`src/hw/rtl/aipg_pkg.sv`:
```
package aipg_pkg;

   // default pattern periods in milliseconds
   localparam int unsigned PULSE_MS_DEF = 1500;
   localparam int unsigned FLASH_MS_DEF = 500;

   localparam int unsigned REG_IDX_W = 3;
   localparam int unsigned TIME_W    = 16;
   localparam int unsigned COLOR_W   = 8;

   // csr register indexes
   localparam logic [REG_IDX_W-1:0] REG_WARN_ON_MS    = 3'd0;
   localparam logic [REG_IDX_W-1:0] REG_WARN_OFF_MS   = 3'd1;
   localparam logic [REG_IDX_W-1:0] REG_ALERT_ON_MS   = 3'd2;
   localparam logic [REG_IDX_W-1:0] REG_ALERT_OFF_MS  = 3'd3;
   localparam logic [REG_IDX_W-1:0] REG_WARN_TONE_HZ  = 3'd4;
   localparam logic [REG_IDX_W-1:0] REG_ALERT_TONE_HZ = 3'd5;

   // register reset values
   localparam logic [TIME_W-1:0] WARN_ON_RST    = 16'd200;
   localparam logic [TIME_W-1:0] WARN_OFF_RST   = 16'd800;
   localparam logic [TIME_W-1:0] ALERT_ON_RST   = 16'd100;
   localparam logic [TIME_W-1:0] ALERT_OFF_RST  = 16'd100;
   localparam logic [TIME_W-1:0] WARN_TONE_RST  = 16'd1000;
   localparam logic [TIME_W-1:0] ALERT_TONE_RST = 16'd2000;

   localparam logic [TIME_W-1:0] SINCE_MAX = 16'hFFFF;

   // input operation codes
   localparam logic OP_TICK       = 1'b0;
   localparam logic OP_WRITE_MODE = 1'b1;

   localparam logic [2:0] MODE_VALUE_MAX = 3'd2;

   typedef enum logic [1:0] {
      MODE_AWAKE = 2'd0,
      MODE_WARN  = 2'd1,
      MODE_ALERT = 2'd2
   } mode_type;

   // fixed colors and levels
   localparam logic [COLOR_W-1:0] AWAKE_RED    = 8'd0;
   localparam logic [COLOR_W-1:0] AWAKE_GREEN  = 8'd255;
   localparam logic [COLOR_W-1:0] AWAKE_BLUE   = 8'd0;
   localparam logic [COLOR_W-1:0] AWAKE_BRIGHT = 8'd10;
   localparam logic [COLOR_W-1:0] WARN_RED     = 8'd255;
   localparam logic [COLOR_W-1:0] WARN_GREEN   = 8'd165;
   localparam logic [COLOR_W-1:0] WARN_BLUE    = 8'd0;
   localparam logic [COLOR_W-1:0] ALERT_RED    = 8'd255;
   localparam logic [COLOR_W-1:0] ALERT_GREEN  = 8'd0;
   localparam logic [COLOR_W-1:0] ALERT_BLUE   = 8'd0;
   localparam logic [COLOR_W-1:0] ALERT_BRIGHT = 8'd50;

   // triangle brightness range
   localparam logic [COLOR_W-1:0] BRIGHT_LOW  = 8'd5;
   localparam logic [COLOR_W-1:0] BRIGHT_HIGH = 8'd40;

   typedef struct packed {
      logic                buzzer_on;
      logic [TIME_W-1:0]   tone_hz;
      logic [COLOR_W-1:0]  led_red;
      logic [COLOR_W-1:0]  led_green;
      logic [COLOR_W-1:0]  led_blue;
      logic [COLOR_W-1:0]  led_brightness;
   } rsp_word_type;

endpackage

```
`src/hw/rtl/aipg_if.sv`:
```
interface aipg_req_if;
   logic       valid;
   logic       ready;
   logic       op;
   logic [2:0] mode_value;

   modport source (output valid, output op, output mode_value, input ready);
   modport sink   (input valid, input op, input mode_value, output ready);
endinterface

interface aipg_rsp_if;
   logic        valid;
   logic        ready;
   logic        buzzer_on;
   logic [15:0] tone_hz;
   logic [7:0]  led_red;
   logic [7:0]  led_green;
   logic [7:0]  led_blue;
   logic [7:0]  led_brightness;

   modport source (output valid, output buzzer_on, output tone_hz, output led_red,
                   output led_green, output led_blue, output led_brightness,
                   input ready);
   modport sink   (input valid, input buzzer_on, input tone_hz, input led_red,
                   input led_green, input led_blue, input led_brightness,
                   output ready);
endinterface

interface aipg_csr_if;
   logic        valid;
   logic        ready;
   logic [2:0]  index;
   logic [15:0] data;

   modport source (output valid, output index, output data, input ready);
   modport sink   (input valid, input index, input data, output ready);
endinterface

```
`src/hw/rtl/aipg_bright.sv`:
```
module aipg_bright
   import aipg_pkg::*;
#(
   parameter int unsigned PULSE_MS = PULSE_MS_DEF
) (
   input  logic [$clog2(PULSE_MS)-1:0] phase,
   output logic [COLOR_W-1:0]          bright
);

   localparam int unsigned PW         = $clog2(PULSE_MS);
   localparam int unsigned PULSE_HALF = PULSE_MS / 2;
   localparam int unsigned PULSE_REST = PULSE_MS - PULSE_HALF;
   localparam int unsigned SHIFT      = 27;
   localparam int unsigned NUM_W      = 17;
   localparam int unsigned RECIP_W    = 28;
   localparam int unsigned PROD_W     = NUM_W + RECIP_W;
   localparam int unsigned Q_W        = 6;

   // ceil(2^SHIFT / d): exact floor division for numerators below 2^17
   localparam logic [RECIP_W-1:0] RECIP_RISE =
      RECIP_W'(((64'd1 << SHIFT) + 64'(PULSE_HALF) - 64'd1) / 64'(PULSE_HALF));
   localparam logic [RECIP_W-1:0] RECIP_FALL =
      RECIP_W'(((64'd1 << SHIFT) + 64'(PULSE_REST) - 64'd1) / 64'(PULSE_REST));

   logic              rising;
   logic [PW-1:0]     offset;
   logic [NUM_W-1:0]  offset_ext;
   logic [NUM_W-1:0]  num;
   logic [RECIP_W-1:0] recip;
   logic [PROD_W-1:0] prod;
   logic [Q_W-1:0]    quot;

   always_comb begin
      rising = phase < PW'(PULSE_HALF);
      offset = rising ? phase : phase - PW'(PULSE_HALF);
      offset_ext = NUM_W'(offset);
      // times 35 as 32 + 2 + 1
      num = (offset_ext << 5) + (offset_ext << 1) + offset_ext;
      recip = rising ? RECIP_RISE : RECIP_FALL;
      prod = PROD_W'(num) * PROD_W'(recip);
      quot = prod[SHIFT +: Q_W];
      bright = rising ? BRIGHT_LOW + COLOR_W'(quot) : BRIGHT_HIGH - COLOR_W'(quot);
   end

endmodule

```
`src/hw/rtl/aipg_out_skid.sv`:
```
module aipg_out_skid
   import aipg_pkg::*;
(
   input  logic          clock,
   input  logic          reset,
   input  logic          push,
   input  rsp_word_type  push_word,
   output logic          can_push,
   aipg_rsp_if.source    rsp
);

   logic         out_valid_ff, out_valid_in;
   logic         skid_valid_ff, skid_valid_in;
   rsp_word_type out_word_ff, out_word_in;
   rsp_word_type skid_word_ff, skid_word_in;
   logic         pop;

   assign pop      = out_valid_ff & rsp.ready;
   assign can_push = ~skid_valid_ff;

   always_comb begin
      out_valid_in  = out_valid_ff;
      skid_valid_in = skid_valid_ff;
      out_word_in   = out_word_ff;
      skid_word_in  = skid_word_ff;
      if (push) begin
         if (!out_valid_ff || pop) begin
            out_word_in  = push_word;
            out_valid_in = 1'b1;
         end else begin
            skid_word_in  = push_word;
            skid_valid_in = 1'b1;
         end
      end else if (pop) begin
         if (skid_valid_ff) begin
            out_word_in   = skid_word_ff;
            skid_valid_in = 1'b0;
         end else begin
            out_valid_in = 1'b0;
         end
      end
   end

   always_ff @(posedge clock) begin
      if (reset) begin
         out_valid_ff  <= 1'b0;
         skid_valid_ff <= 1'b0;
      end else begin
         out_valid_ff  <= out_valid_in;
         skid_valid_ff <= skid_valid_in;
      end
      out_word_ff  <= out_word_in;
      skid_word_ff <= skid_word_in;
   end

   assign rsp.valid          = out_valid_ff;
   assign rsp.buzzer_on      = out_word_ff.buzzer_on;
   assign rsp.tone_hz        = out_word_ff.tone_hz;
   assign rsp.led_red        = out_word_ff.led_red;
   assign rsp.led_green      = out_word_ff.led_green;
   assign rsp.led_blue       = out_word_ff.led_blue;
   assign rsp.led_brightness = out_word_ff.led_brightness;

endmodule

```
`src/hw/rtl/alert_indicator_pattern_generator_core.sv`:
```
// an accepted word's result is registered in the output stage before it shows on rsp_chan
// throughput: one word per cycle, sustained while the consumer keeps rsp ready high
// a two-entry output stage lets one more word in while a result waits to be taken
// reset (synchronous, active high) returns to awake mode, buzzer silent, all
// counters and phases at zero and the timing/tone registers at their defaults
module alert_indicator_pattern_generator_core
   import aipg_pkg::*;
#(
   parameter int unsigned PULSE_MS = PULSE_MS_DEF,
   parameter int unsigned FLASH_MS = FLASH_MS_DEF
) (
   input  logic       clock,
   input  logic       reset,
   aipg_req_if.sink   req_chan,
   aipg_rsp_if.source rsp_chan,
   aipg_csr_if.sink   csr_chan
);

   localparam int unsigned PW = $clog2(PULSE_MS);
   localparam int unsigned FW = $clog2(FLASH_MS);

   logic [TIME_W-1:0] warn_on_ff, warn_off_ff, alert_on_ff, alert_off_ff;
   logic [TIME_W-1:0] warn_tone_ff, alert_tone_ff;

   mode_type          mode_ff, mode_in;
   logic              beep_ff, beep_in;
   logic [TIME_W-1:0] tone_ff, tone_in;
   logic [TIME_W-1:0] since_ff, since_in;
   logic [PW-1:0]     pulse_ff, pulse_in;
   logic [FW-1:0]     flash_ff, flash_in;

   logic              push;
   logic              can_push;
   logic              tick;
   logic [TIME_W-1:0] since_t;
   logic [TIME_W-1:0] on_sel, off_sel, tone_sel;
   logic [COLOR_W-1:0] tri_bright;
   rsp_word_type      word;

   assign csr_chan.ready = 1'b1;
   assign req_chan.ready = can_push;
   assign push = req_chan.valid & can_push;

   always_ff @(posedge clock) begin
      if (reset) begin
         warn_on_ff    <= WARN_ON_RST;
         warn_off_ff   <= WARN_OFF_RST;
         alert_on_ff   <= ALERT_ON_RST;
         alert_off_ff  <= ALERT_OFF_RST;
         warn_tone_ff  <= WARN_TONE_RST;
         alert_tone_ff <= ALERT_TONE_RST;
      end else if (csr_chan.valid) begin
         case (csr_chan.index)
            REG_WARN_ON_MS:    warn_on_ff    <= csr_chan.data;
            REG_WARN_OFF_MS:   warn_off_ff   <= csr_chan.data;
            REG_ALERT_ON_MS:   alert_on_ff   <= csr_chan.data;
            REG_ALERT_OFF_MS:  alert_off_ff  <= csr_chan.data;
            REG_WARN_TONE_HZ:  warn_tone_ff  <= csr_chan.data;
            REG_ALERT_TONE_HZ: alert_tone_ff <= csr_chan.data;
            default: ;
         endcase
      end
   end

   always_comb begin
      tick = req_chan.op == OP_TICK;

      since_t  = (tick && since_ff != SINCE_MAX) ? since_ff + 16'd1 : since_ff;
      pulse_in = pulse_ff;
      flash_in = flash_ff;
      mode_in  = mode_ff;
      if (tick) begin
         pulse_in = (pulse_ff == PW'(PULSE_MS - 1)) ? '0 : pulse_ff + PW'(1);
         flash_in = (flash_ff == FW'(FLASH_MS - 1)) ? '0 : flash_ff + FW'(1);
      end else if (req_chan.mode_value <= MODE_VALUE_MAX) begin
         mode_in = mode_type'(req_chan.mode_value[1:0]);
      end

      if (mode_in == MODE_WARN) begin
         on_sel   = warn_on_ff;
         off_sel  = warn_off_ff;
         tone_sel = warn_tone_ff;
      end else begin
         on_sel   = alert_on_ff;
         off_sel  = alert_off_ff;
         tone_sel = alert_tone_ff;
      end

      beep_in  = beep_ff;
      tone_in  = tone_ff;
      since_in = since_t;
      if (mode_in == MODE_AWAKE) begin
         beep_in = 1'b0;
         tone_in = '0;
      end else if (beep_ff) begin
         if (since_t >= on_sel) begin
            beep_in  = 1'b0;
            tone_in  = '0;
            since_in = '0;
         end
      end else if (since_t >= off_sel) begin
         beep_in  = 1'b1;
         tone_in  = tone_sel;
         since_in = '0;
      end

      word.buzzer_on = beep_in;
      word.tone_hz   = beep_in ? tone_in : '0;
      case (mode_in)
         MODE_AWAKE: begin
            word.led_red        = AWAKE_RED;
            word.led_green      = AWAKE_GREEN;
            word.led_blue       = AWAKE_BLUE;
            word.led_brightness = AWAKE_BRIGHT;
         end
         MODE_WARN: begin
            word.led_red        = WARN_RED;
            word.led_green      = WARN_GREEN;
            word.led_blue       = WARN_BLUE;
            word.led_brightness = tri_bright;
         end
         default: begin
            // red flash during the first half of the flash period
            if (flash_in < FW'(FLASH_MS / 2)) begin
               word.led_red        = ALERT_RED;
               word.led_green      = ALERT_GREEN;
               word.led_blue       = ALERT_BLUE;
               word.led_brightness = ALERT_BRIGHT;
            end else begin
               word.led_red        = '0;
               word.led_green      = '0;
               word.led_blue       = '0;
               word.led_brightness = '0;
            end
         end
      endcase
   end

   always_ff @(posedge clock) begin
      if (reset) begin
         mode_ff  <= MODE_AWAKE;
         beep_ff  <= 1'b0;
         tone_ff  <= '0;
         since_ff <= '0;
         pulse_ff <= '0;
         flash_ff <= '0;
      end else if (push) begin
         mode_ff  <= mode_in;
         beep_ff  <= beep_in;
         tone_ff  <= tone_in;
         since_ff <= since_in;
         pulse_ff <= pulse_in;
         flash_ff <= flash_in;
      end
   end

   aipg_bright #(
      .PULSE_MS (PULSE_MS)
   ) u_bright (
      .phase  (pulse_in),
      .bright (tri_bright)
   );

   aipg_out_skid u_out (
      .clock     (clock),
      .reset     (reset),
      .push      (push),
      .push_word (word),
      .can_push  (can_push),
      .rsp       (rsp_chan)
   );

endmodule

```
`src/flat_wrapper.sv`:
```
// flat-port wrapper written by rule: the top's interface ports become plain ports
module alert_indicator_pattern_generator_core_flat import aipg_pkg::*;
#(
   parameter int unsigned PULSE_MS = PULSE_MS_DEF,
   parameter int unsigned FLASH_MS = FLASH_MS_DEF
)
  (clock, reset, req_chan_valid, req_chan_op, req_chan_mode_value, req_chan_ready, rsp_chan_valid, rsp_chan_buzzer_on, rsp_chan_tone_hz, rsp_chan_led_red, rsp_chan_led_green, rsp_chan_led_blue, rsp_chan_led_brightness, rsp_chan_ready, csr_chan_valid, csr_chan_index, csr_chan_data, csr_chan_ready);
  aipg_req_if req_chan_i ();
  aipg_rsp_if rsp_chan_i ();
  aipg_csr_if csr_chan_i ();
  input  logic clock;
  input  logic reset;
  input wire logic [$bits(req_chan_i.valid)-1:0] req_chan_valid;
  input wire logic [$bits(req_chan_i.op)-1:0] req_chan_op;
  input wire logic [$bits(req_chan_i.mode_value)-1:0] req_chan_mode_value;
  output wire logic [$bits(req_chan_i.ready)-1:0] req_chan_ready;
  output wire logic [$bits(rsp_chan_i.valid)-1:0] rsp_chan_valid;
  output wire logic [$bits(rsp_chan_i.buzzer_on)-1:0] rsp_chan_buzzer_on;
  output wire logic [$bits(rsp_chan_i.tone_hz)-1:0] rsp_chan_tone_hz;
  output wire logic [$bits(rsp_chan_i.led_red)-1:0] rsp_chan_led_red;
  output wire logic [$bits(rsp_chan_i.led_green)-1:0] rsp_chan_led_green;
  output wire logic [$bits(rsp_chan_i.led_blue)-1:0] rsp_chan_led_blue;
  output wire logic [$bits(rsp_chan_i.led_brightness)-1:0] rsp_chan_led_brightness;
  input wire logic [$bits(rsp_chan_i.ready)-1:0] rsp_chan_ready;
  input wire logic [$bits(csr_chan_i.valid)-1:0] csr_chan_valid;
  input wire logic [$bits(csr_chan_i.index)-1:0] csr_chan_index;
  input wire logic [$bits(csr_chan_i.data)-1:0] csr_chan_data;
  output wire logic [$bits(csr_chan_i.ready)-1:0] csr_chan_ready;
  assign req_chan_i.valid = req_chan_valid;
  assign req_chan_i.op = req_chan_op;
  assign req_chan_i.mode_value = req_chan_mode_value;
  assign req_chan_ready = req_chan_i.ready;
  assign rsp_chan_valid = rsp_chan_i.valid;
  assign rsp_chan_buzzer_on = rsp_chan_i.buzzer_on;
  assign rsp_chan_tone_hz = rsp_chan_i.tone_hz;
  assign rsp_chan_led_red = rsp_chan_i.led_red;
  assign rsp_chan_led_green = rsp_chan_i.led_green;
  assign rsp_chan_led_blue = rsp_chan_i.led_blue;
  assign rsp_chan_led_brightness = rsp_chan_i.led_brightness;
  assign rsp_chan_i.ready = rsp_chan_ready;
  assign csr_chan_i.valid = csr_chan_valid;
  assign csr_chan_i.index = csr_chan_index;
  assign csr_chan_i.data = csr_chan_data;
  assign csr_chan_ready = csr_chan_i.ready;
  alert_indicator_pattern_generator_core #(.PULSE_MS(PULSE_MS), .FLASH_MS(FLASH_MS)) u_core (.clock(clock), .reset(reset), .req_chan(req_chan_i), .rsp_chan(rsp_chan_i), .csr_chan(csr_chan_i));
endmodule
```
`config.mk`:
```
export PLATFORM = sky130hd
export DESIGN_NAME = alert_indicator_pattern_generator_core_flat
export DESIGN_NICKNAME = d
export VERILOG_FILES = /design/src/hw/rtl/aipg_pkg.sv /design/src/hw/rtl/aipg_if.sv /design/src/hw/rtl/aipg_bright.sv /design/src/hw/rtl/aipg_out_skid.sv /design/src/hw/rtl/alert_indicator_pattern_generator_core.sv /design/src/flat_wrapper.sv
export SDC_FILE = /design/constraint.sdc
export NUM_CORES = 1
export LEC_CHECK = 0
export ABC_AREA = 0
export BUFFER_PORTS_ARGS = -buffer_cell sky130_fd_sc_hd__buf_2
export CORE_MARGIN = 10
export CORE_UTILIZATION = 45
export DETAILED_ROUTE_END_ITERATION = 7
export PLACE_DENSITY_LB_ADDON = 0.1
export SYNTH_ARGS = -nofsm -noshare
export SYNTH_HDL_FRONTEND = slang
export SYNTH_SLANG_ARGS = --single-unit
```
`constraint.sdc`:
```
create_clock -name clock -period 16.4 [get_ports clock]
set_input_delay 0 -clock clock [delete_from_list [all_inputs] [get_ports clock]]
set_output_delay 0 -clock clock [all_outputs]
set_load 0.005 [all_outputs]
```
==> impl_metrics.env, run 1 <==
export IMPL_synth_most_common_cell="nand2_1"
export IMPL_clock_tree_buffer_depth=3
export IMPL_detail_route_wl_per_cell_um=17.2
export IMPL_number_of_antenna_violations_at_the_first_check_in_global_routing=0
export IMPL_cts_num_sinks=209
export IMPL_drv_cap=0
export IMPL_adder_and_majority_gate_portion_of_the_synthesized_area_pct=26.6
export IMPL_cp_slowest_stage_delay_ns=0.74
export IMPL_tightest_slew_ns=1.25
export IMPL_max_clock_freq_ghz=0.0750
export IMPL_drc=0
export IMPL_reg2regPathDepth=49
export IMPL_worst_slew_margin_rel_pct=16.1
export IMPL_vias_in_the_first_global_route=12500
export IMPL_post_synth_xor_area_fraction_pct=3.42
export IMPL_ys_async_sr_fraction_pct=0
export IMPL_1st_iter_drt_viols=666
export IMPL_synth_cells=1843
export IMPL_ctsResizeCount=0
export IMPL_synth_simple_gate_area_share_pct=16.0
export IMPL_synth_edf_count=56
export IMPL_min_delay_path_class="primary input to flop"
export IMPL_worst_r2r_endpoint="u_core.u_out.rsp.led_brightness[5]$_DFFE_PP_"
export IMPL_worst_skew_pair_late_latency_ns=0.55
export IMPL_numCtsBuffers=25
export IMPL_fp_dieW_um=211
export IMPL_layout_worst_path_cycle_share_pct=81.3
export IMPL_synth_yosys_warnings=0
export IMPL_dpl_hpwl_um=31200
export IMPL_final_layout_size_suffix_gt1_share_pct=8.08
export IMPL_vias_per_cell=5.33
export IMPL_hold_viol_final=0
export IMPL_gr_total_overflow=0
export IMPL_synthFlopType="dfxtp_1"
export IMPL_synth_top_cells_by_count="nand2_1, inv_1, ha_1"
export IMPL_grt_busiest_layer="met2"
export IMPL_grt_start_max_net_pins=76
export IMPL_grtUsageMet3_pct=2.40
export IMPL_cp_common_cell="ha_1"
export IMPL_cts_hold_fix_buffers=21
export IMPL_worstPathBufferInverterCount=4
export IMPL_worst_path_max_delay_cell="nor3_1"
export IMPL_synth_top_cell_by_area="dfxtp_1"
export IMPL_die_height_um=211
export IMPL_synthesis_area_per_instance_um2=8.91
export IMPL_period_minus_slack_ns=13.33
export IMPL_placeableCoreArea_um2=35700
export IMPL_num_antenna_cells=0
export IMPL_crit_family="adder cells"
export IMPL_regToRegSetupSlack_ns=3.07
export IMPL_setup_worst_path_start_class="flop"
export IMPL_htreeDepth=1
export IMPL_hold_path_startpoint="req_chan_mode_value[0]"
export IMPL_antenna_left=0
export IMPL_summed_instance_area_of_the_synthesized_netlist_um2=16400
export IMPL_post_synth_main_area_contributors="dfxtp_1, ha_1, fa_1"
export IMPL_met1_usage_pct=23.7
export IMPL_worst_endpoint_required_time_ns=16.68
export IMPL_holdPathEnd="u_core.u_out.skid_word_ff[30]$_DFFE_PP_"
export IMPL_run_status="finished, final reports clean"
export IMPL_tritoncts="yes"
export IMPL_critical_path_class="flop to flop"
export IMPL_sequential_share_of_the_synthesized_area_pct=28.9
export IMPL_drt_first_pass_iters=5
export IMPL_finalMaxSlewViolations=0
export IMPL_global_route_usage_total_pct=18.3
export IMPL_ys_ff_latch=209
export IMPL_nets=2205
export IMPL_synth_top_family_by_area="adder cells"
export IMPL_timing_rr_start="u_core.pulse_ff[0]$_SDFFE_PP0P_"
export IMPL_wire_length_of_the_first_global_routing_pass_um=66300
export IMPL_netlist_cell_type_count=89
export IMPL_fin_setup_tns_ns=0
export IMPL_setup_violations=0
export IMPL_worst_setup_hold_path_clk_slew_ns=0.06
export IMPL_mux_cell_area_share_after_synthesis_pct=3.41
export IMPL_worst_setup_path_end_kind="flop"
export IMPL_worst_ep_arrival_time_ns=13.61
export IMPL_clock_skew_final_ns=0.0209
export IMPL_pin_count=80
export IMPL_io_buffer_count=70
export IMPL_worst_hold_path_cells=3
export IMPL_drt_total_wl_um=40700
export IMPL_cts_root_buffer="clkbuf_16"
export IMPL_gpl_final_weighted_congestion=0.852
export IMPL_cp_max_fo=10
export IMPL_fp_dieArea_um2=44500
export IMPL_num_rows=69
export IMPL_netlist_area_leader_share_pct=18.7
export IMPL_grt_util_met2_pct=31.4
export IMPL_post_cts_repair_setup_buffers=0
export IMPL_area_growth_pct=9.69
export IMPL_initial_utilization_pct=45.9
export IMPL_rsz0062_at_grt="false"
export IMPL_synth_compound_area_share_pct=14.3
export IMPL_via_count=12600
worst reg2reg max path, delay by kind of cell (launching register included):
kind,cells,cell delay [ns]
buf+inv,4,0.34
xor+xnor,2,0.80
fa+ha+maj,12,4.18
mux,2,0.34
compound gates,17,3.73
flops,1,0.49
simple gates,12,3.22
worst max-delay path by stage:
| stage | cells past startpoint | startpoint | to |
|---|---|---|---|
| 6_report | 49 | u_core.pulse_ff[0]$_SDFFE_PP0P_ | u_core.u_out.rsp.led_brightness[5]$_DFFE_PP_ |
| 3_3_place_gp | 48 | u_core.pulse_ff[3]$_SDFFE_PP0P_ | u_core.u_out.rsp.led_brightness[5]$_DFFE_PP_ |
| 4_1_cts | 48 | u_core.pulse_ff[3]$_SDFFE_PP0P_ | u_core.u_out.rsp.led_brightness[5]$_DFFE_PP_ |
| 5_1_grt | 49 | u_core.pulse_ff[0]$_SDFFE_PP0P_ | u_core.u_out.rsp.led_brightness[5]$_DFFE_PP_ |
| 3_5_place_dp | 48 | u_core.pulse_ff[3]$_SDFFE_PP0P_ | u_core.u_out.rsp.led_brightness[5]$_DFFE_PP_ |
| 2_1_floorplan | 49 | u_core.pulse_ff[0]$_SDFFE_PP0P_ | u_core.u_out.rsp.led_brightness[3]$_DFFE_PP_ |
per-layer routing:
metal / vias up / part of all wire, %
met5: - / 0
met4: 0 / 2.1
met3: 50 / 4.0
met2: 253 / 49
met1: 5972 / 45
li1: 6357 / -
cell type report:
cell class | instances | area (µm²)
multi-input combinational | 1351 | 10500
clock buffer | 32 | 652
tap | 461 | 577
sequential | 209 | 4740
inverter | 200 | 751
fill | 3453 | 17700
timing repair buffer | 101 | 638
clock inverter | 14 | 106
cell families (layout without fill, tap and decap cells):
family | count (synthesis) | in the layout
buf+inv | 293 | 347
other cells | 2 | 12
flops | 209 | 209
mux | 55 | 55
compound gates | 357 | 357
simple gates | 575 | 575
fa+ha+maj | 290 | 290
xor+xnor | 62 | 62
sequential cells by signal (all words and copies together), names as in the netlist:
signal and cells:
u_core.tone_ff 16, u_core.beep_ff 1, u_core.alert_off_ff 16, u_core.flash_ff 9
u_core.since_ff 16, u_core.alert_on_ff 16, u_core.warn_off_ff 16, u_core.warn_on_ff 16
u_core.u_out.rsp.tone_hz 16, u_core.warn_tone_ff 16, u_core.pulse_ff 11, u_core.mode_ff 2
u_core.u_out.skid_word_ff 28, u_core.u_out.rsp.led_brightness 8, u_core.u_out.rsp.led_red 1, u_core.u_out.rsp.led_green 2
u_core.u_out.rsp.buzzer_on 1, u_core.u_out.rsp.valid 1, u_core.u_out.skid_valid_ff 1, u_core.alert_tone_ff 16
cell usage in the layout (no fill, tap or decap), drive strengths merged, types with 8 or more instances in the layout:
| master | n |
|---|---|
| fa | 99 |
| nand2b | 16 |
| dfxtp | 153 |
| or2 | 10 |
| ha | 190 |
| o31ai | 25 |
| o2111ai | 8 |
| o21a | 9 |
| nand2 | 288 |
| a32o | 10 |
| mux2 | 8 |
| a21oi | 146 |
| nor2b | 11 |
| nor2 | 108 |
| conb | 12 |
| xor2 | 16 |
| dlygate4sd3 | 21 |
| nor3 | 18 |
| nor4 | 9 |
| nand3 | 53 |
| xnor2 | 46 |
| mux2i | 47 |
| and2 | 11 |
| a21o | 32 |
| clkinv | 11 |
| and3 | 12 |
| o21ai | 55 |
| a211oi | 12 |
| nand4 | 11 |
| edfxtp | 56 |
| clkbuf | 32 |
| buf | 80 |
| inv | 202 |
stage by stage:
| step | worst slack (ns) | util (%) | instance area [µm²] | hold WS [ns] | std cells |
|---|---|---|---|---|---|
| final | 3.07 | 50.4 | 18000 | 0.0456 | 2368 |
| after global routing | 2.12 | 50.4 | 18000 | 0.0682 | 2368 |
| after CTS | 3.01 | 50.4 | 18000 | 0.0354 | 2368 |
| after detailed placement | 3.09 | 47.7 | 17000 | 0.211 | 2301 |
| after global placement | 3.34 | 47.7 | 17000 | 0.201 | 2301 |
| after floorplan | 4.73 | - | 16500 | 0.100 | 1853 |
Power of run 1 is left out: the tool's default activity adds up to more than one toggle a clock period on the data nets, which glitch-free logic cannot reach.
==> run 2: changes to the inputs <==
Clock period 16.4 ns to 11.51 ns, I/O delays scaled along.
==> run 2 against run 1 <==
Effect of this change: maximum frequency is 22% higher; register-to-register slack worse by 2.5 ns; final cell count is 3.0% higher; wire length is 4.0% higher; utilization is 2.3 points higher; final area is 4.6% higher; critical path type unchanged.
==> impl_metrics.env, run 2 (same netlist as run 1, synthesis figures left out) <==
export IMPL_max_clock_freq_ghz=0.0913
export IMPL_gpl_final_weighted_congestion=0.883
export IMPL_die_height_um=211
export IMPL_fin_setup_tns_ns=0
export IMPL_io_buffer_count=70
export IMPL_initial_utilization_pct=45.9
export IMPL_instances_no_fill=2439
export IMPL_holdPathEnd="u_core.alert_on_ff[13]$_SDFFE_PP0P_"
export IMPL_cp_common_cell="ha_1"
export IMPL_num_rows=69
export IMPL_num_antenna_cells=0
export IMPL_clock_tree_buffer_depth=3
export IMPL_antenna_left=0
export IMPL_timing_rr_start="u_core.pulse_ff[5]$_SDFFE_PP0P_"
export IMPL_critical_path_class="flop to flop"
export IMPL_global_route_usage_total_pct=18.9
export IMPL_multi_input_area_um2=10800
export IMPL_worst_hold_path_cells=6
export IMPL_worst_endpoint_required_time_ns=11.79
export IMPL_cp_max_fo=5
export IMPL_setup_violations=0
export IMPL_worst_slew_margin_rel_pct=22.0
export IMPL_placeableCoreArea_um2=35700
export IMPL_worst_ep_arrival_time_ns=11.23
export IMPL_largest_register_ffs=28
export IMPL_layout_worst_path_cycle_share_pct=95.2
export IMPL_register_area_um2=4740
export IMPL_wire_length_of_the_first_global_routing_pass_um=68800
export IMPL_final_layout_size_suffix_gt1_share_pct=13.4
export IMPL_regToRegSetupSlack_ns=0.56
export IMPL_number_of_antenna_violations_at_the_first_check_in_global_routing=0
export IMPL_worstSetupPathDepth=47
export IMPL_clock_skew_final_ns=0.0145
export IMPL_min_delay_path_class="primary input to flop"
export IMPL_drt_first_pass_iters=5
export IMPL_via_count=13000
export IMPL_gr_total_overflow=0
export IMPL_cts_root_buffer="clkbuf_16"
export IMPL_finalMaxSlewViolations=0
export IMPL_htreeDepth=1
export IMPL_worstPathBufferInverterCount=3
export IMPL_worst_r2r_endpoint="u_core.u_out.rsp.led_brightness[5]$_DFFE_PP_"
export IMPL_worst_path_max_delay_cell="fa_1"
export IMPL_worst_skew_pair_late_latency_ns=0.52
export IMPL_layout_commonest_cell="nand2_1"
export IMPL_worst_setup_hold_path_clk_slew_ns=0.06
export IMPL_numCtsBuffers=25
export IMPL_finish_utilization_pct=52.7
export IMPL_numPlacedInstances=2356
export IMPL_crit_family="compound AO/OA/AOI/OAI gates"
export IMPL_area_growth_pct=14.8
export IMPL_tritoncts="yes"
export IMPL_largest_register_by_flop_count="u_core.u_out.skid_word_ff"
export IMPL_cts_num_sinks=209
export IMPL_tightest_slew_ns=1.17
export IMPL_vias_per_cell=5.34
export IMPL_hold_viol_final=0
export IMPL_pin_count=80
export IMPL_number_of_fill_cells_in_the_layout=3399
export IMPL_cp_slowest_stage_delay_ns=0.55
export IMPL_hold_path_startpoint="csr_chan_index[1]"
export IMPL_worst_setup_path_end_kind="flop"
export IMPL_grt_start_max_net_pins=74
export IMPL_drc=0
export IMPL_reg2regPathDepth=47
export IMPL_setup_worst_path_start_class="flop"
export IMPL_layout_common_cells="nand2_1, inv_1, ha_1"
export IMPL_vias_in_the_first_global_route=13000
export IMPL_fp_dieArea_um2=44500
export IMPL_period_minus_slack_ns=10.95
export IMPL_nets=2277
export IMPL_drv_cap=0
export IMPL_drt_total_wl_um=42300
export IMPL_detail_route_wl_per_cell_um=17.3
export IMPL_1st_iter_drt_viols=637
export IMPL_fp_dieW_um=211
export IMPL_dpl_hpwl_um=32300
export IMPL_run_status="finished, final reports clean"
==> run 2: changes by cell type in the layout (fill, tap and decap cells not counted), sizes merged <==
| cell | before | now |
|---|---|---|
| clkinv | 11 | 8 |
| dlygate4sd3 | 21 | 23 |
| clkinvlp | 0 | 4 |
| inv | 202 | 201 |
| bufinv | 1 | 2 |
| buf | 80 | 150 |
| clkbuf | 32 | 30 |
==> run 2: final cells by class <==
class | instances | area share (%)
Tap cell | 461 | 3.06
Clock inverter | 15 | 0.731
Inverter | 200 | 3.98
Multi-Input combinational cell | 1351 | 57.2
Clock buffer | 30 | 3.58
Timing Repair Buffer | 173 | 6.28
Sequential cell | 209 | 25.2
==> run 2: tightest hold or removal path: stages <==
cell and delay [ns]:
buf_2 0.12, nand2_1 0.07, nor2_1 0.04, buf_4 0.19, nand2_1 0.08, a21oi_1 0.05
==> run 2: stage by stage <==
step	hold slack, ns	setup slack [ns]	cell area (µm²)
after CTS	0.0544	0.0223	18500
after detailed placement	0.204	-0.0185	17500
after global routing	0.108	-0.0297	18800
after global placement	0.204	0.0996	17500
final	0.0769	0.556	18800
after floorplan	0.100	0.0854	16500
==> run 2: routing by layer <==
layer | GRT usage, % | up-vias | share of wire, %
li1 | - | 6490 | -
met1 | 24.7 | 6238 | 45
met2 | 32.5 | 232 | 49
met3 | 1.99 | 64 | 3.3
met4 | 5.47 | 0 | 2.6
met5 | 0 | - | 0
==> run 2: how the worst max path moves through the flow <==
stage	startpoint	end	slack [ns]
2_1_floorplan	u_core.pulse_ff[0]$_SDFFE_PP0P_	u_core.u_out.rsp.led_brightness[3]$_DFFE_PP_	0.09
3_3_place_gp	u_core.pulse_ff[5]$_SDFFE_PP0P_	u_core.u_out.rsp.led_brightness[5]$_DFFE_PP_	0.1
3_5_place_dp	u_core.pulse_ff[5]$_SDFFE_PP0P_	u_core.u_out.rsp.led_brightness[5]$_DFFE_PP_	-0.02
4_1_cts	u_core.pulse_ff[5]$_SDFFE_PP0P_	u_core.u_out.rsp.led_brightness[4]$_DFFE_PP_	0.02
5_1_grt	u_core.pulse_ff[0]$_SDFFE_PP0P_	u_core.u_out.rsp.led_brightness[5]$_DFFE_PP_	-0.03
6_report	u_core.pulse_ff[5]$_SDFFE_PP0P_	u_core.u_out.rsp.led_brightness[5]$_DFFE_PP_	0.56
==> run 2: repair_timing <==
action / in CTS / in global routing
hold buffers: 23 / 0
gates resized for setup: 6 / 45
gates cloned: 0 / 0
pin swaps: 3 / 23
buffers inserted: 0 / 15
endpoints found under the setup margin: 3 / 14
endpoints found under the hold margin: 120 / 0
Power of run 2 is left out for the same reason.
==> run 3: changes to the inputs <==
Settings changed: PLACE_DENSITY_LB_ADDON 0.1 to 0.3.
==> run 3 against run 2 <==
Effect of this change: final cell count is 0.98% lower; first-iteration DRC count is 26% higher; non-clock buffer count is 21 lower; register-to-register slack worse by 0.06 ns; worst hold slack better by 0.020 ns; critical path depth is 1 lower; wire length is 4.3% lower; flip-flop and latch count stayed put; highest routed layer unchanged.
==> impl_metrics.env, run 3 (same netlist as run 1, synthesis figures left out) <==
export IMPL_run_status="finished, final reports clean"
export IMPL_global_route_usage_total_pct=18.0
export IMPL_clock_tree_buffer_depth=3
export IMPL_slack_of_the_critical_path_ns=0.498
export IMPL_worst_path_max_delay_cell="fa_1"
export IMPL_worst_setup_path_end_kind="flop"
export IMPL_worst_slew_margin_rel_pct=16.8
export IMPL_layout_common_cells="nand2_1, inv_1, ha_1"
export IMPL_placeableCoreArea_um2=35700
export IMPL_largest_register_ffs=28
export IMPL_detail_route_wl_per_cell_um=16.8
export IMPL_fin_setup_tns_ns=0
export IMPL_die_height_um=211
export IMPL_cp_common_cell="fa_1"
export IMPL_worst_setup_hold_path_clk_slew_ns=0.07
export IMPL_fp_dieArea_um2=44500
export IMPL_largest_register_by_flop_count="u_core.u_out.skid_word_ff"
export IMPL_startpoint="u_core.pulse_ff[0]$_SDFFE_PP0P_"
export IMPL_vias_per_cell=5.36
export IMPL_tritoncts="yes"
export IMPL_clock_skew_final_ns=0.0103
export IMPL_worst_skew_pair_late_latency_ns=0.52
export IMPL_io_buffer_count=70
export IMPL_finalMaxSlewViolations=0
export IMPL_gpl_final_weighted_congestion=0.937
export IMPL_drt_first_pass_iters=5
export IMPL_numCtsBuffers=23
export IMPL_worst_endpoint_required_time_ns=11.78
export IMPL_vias_in_the_first_global_route=13100
export IMPL_cp_max_fo=5
export IMPL_worst_ep_arrival_time_ns=11.28
export IMPL_1st_iter_drt_viols=800
export IMPL_layout_commonest_cell="nand2_1"
export IMPL_wire_length_of_the_first_global_routing_pass_um=66600
export IMPL_num_antenna_cells=0
export IMPL_period_minus_slack_ns=11.01
export IMPL_antenna_left=0
export IMPL_drv_cap=0
export IMPL_worst_hold_slack_across_all_endpoints_ns=0.0968
export IMPL_final_layout_size_suffix_gt1_share_pct=12.7
export IMPL_pin_count=80
export IMPL_num_rows=69
export IMPL_setup_worst_path_start_class="flop"
export IMPL_cts_num_sinks=209
export IMPL_min_delay_path_class="primary input to flop"
export IMPL_drc=0
export IMPL_layout_worst_path_cycle_share_pct=95.7
export IMPL_nets=2254
export IMPL_setup_violations=0
export IMPL_number_of_antenna_violations_at_the_first_check_in_global_routing=0
export IMPL_hold_viol_final=0
export IMPL_dpl_hpwl_um=31200
export IMPL_timing_rr_start="u_core.pulse_ff[0]$_SDFFE_PP0P_"
export IMPL_area_growth_pct=13.4
export IMPL_regToRegSetupSlack_ns=0.50
export IMPL_cp_slowest_stage_delay_ns=0.58
export IMPL_gr_total_overflow=0
export IMPL_htreeDepth=1
export IMPL_fp_dieW_um=211
export IMPL_numPlacedInstances=2344
export IMPL_tightest_slew_ns=1.24
export IMPL_cts_root_buffer="clkbuf_16"
export IMPL_initial_utilization_pct=45.9
export IMPL_place_worst_setup_slack_ns=0.0119
export IMPL_crit_end="u_core.u_out.rsp.led_brightness[5]$_DFFE_PP_"
export IMPL_drt_total_wl_um=40500
export IMPL_via_count=12900
export IMPL_reg2regPathDepth=46
export IMPL_critical_path_class="flop to flop"
export IMPL_grt_start_max_net_pins=99
export IMPL_instances_no_fill=2415
export IMPL_max_clock_freq_ghz=0.0908
export IMPL_worst_r2r_endpoint="u_core.u_out.rsp.led_brightness[5]$_DFFE_PP_"
## run 3: layout make-up
| cell class | instances | area, µm² |
|---|---|---|
| sequential | 209 | 4740 |
| tap | 461 | 577 |
| multi-input combinational | 1351 | 10800 |
| clock inverter | 11 | 97.6 |
| timing repair buffer | 152 | 1020 |
| clock buffer | 31 | 636 |
| fill | 3260 | 17100 |
| inverter | 200 | 751 |
## run 3: metrics by stage
step	cell area (µm²)	util, %
global placement	17400	48.6
global route	18600	52.1
finish	18600	52.1
detailed placement	17400	48.6
CTS	18300	51.3
floorplan	16500	-
## run 3: critical path, delay by kind of cell, from the launching register on
| kind | cells | cell delay [ns] |
|---|---|---|
| buf+inv | 6 | 0.51 |
| xor+xnor | 3 | 0.53 |
| fa+ha+maj | 11 | 4.45 |
| flops | 1 | 0.33 |
| simple gates | 10 | 1.86 |
| compound gates | 14 | 2.65 |
| mux | 2 | 0.42 |
## run 3: worst min path at each step
stage,start,to,cells after the start
2_1_floorplan,rsp_chan_ready,u_core.u_out.skid_valid_ff$_SDFFE_PP0P_,1
3_3_place_gp,rsp_chan_ready,u_core.u_out.skid_valid_ff$_SDFFE_PP0P_,2
3_5_place_dp,rsp_chan_ready,u_core.u_out.skid_valid_ff$_SDFFE_PP0P_,2
4_1_cts,req_chan_op,u_core.since_ff[0]$_SDFFE_PP0P_,4
5_1_grt,reset,u_core.since_ff[1]$_SDFFE_PP0P_,3
6_report,req_chan_op,u_core.since_ff[0]$_SDFFE_PP0P_,4
## run 3: routing by layer
metal	track usage, %	routed length [µm]	part of all wire (%)
met4	4.55	826	2.0
met5	0	0	0
met2	30.7	19900	49
met1	23.7	18200	45
met3	2.02	1610	4.0
## run 3: repair_timing
item,CTS,global route
buffers inserted,4,5
gates resized for setup,3,54
endpoints found under the hold margin,105,0
pin swaps,5,20
endpoints found under the setup margin,3,14
hold buffers,20,0
Power of run 3 is left out for the same reason.
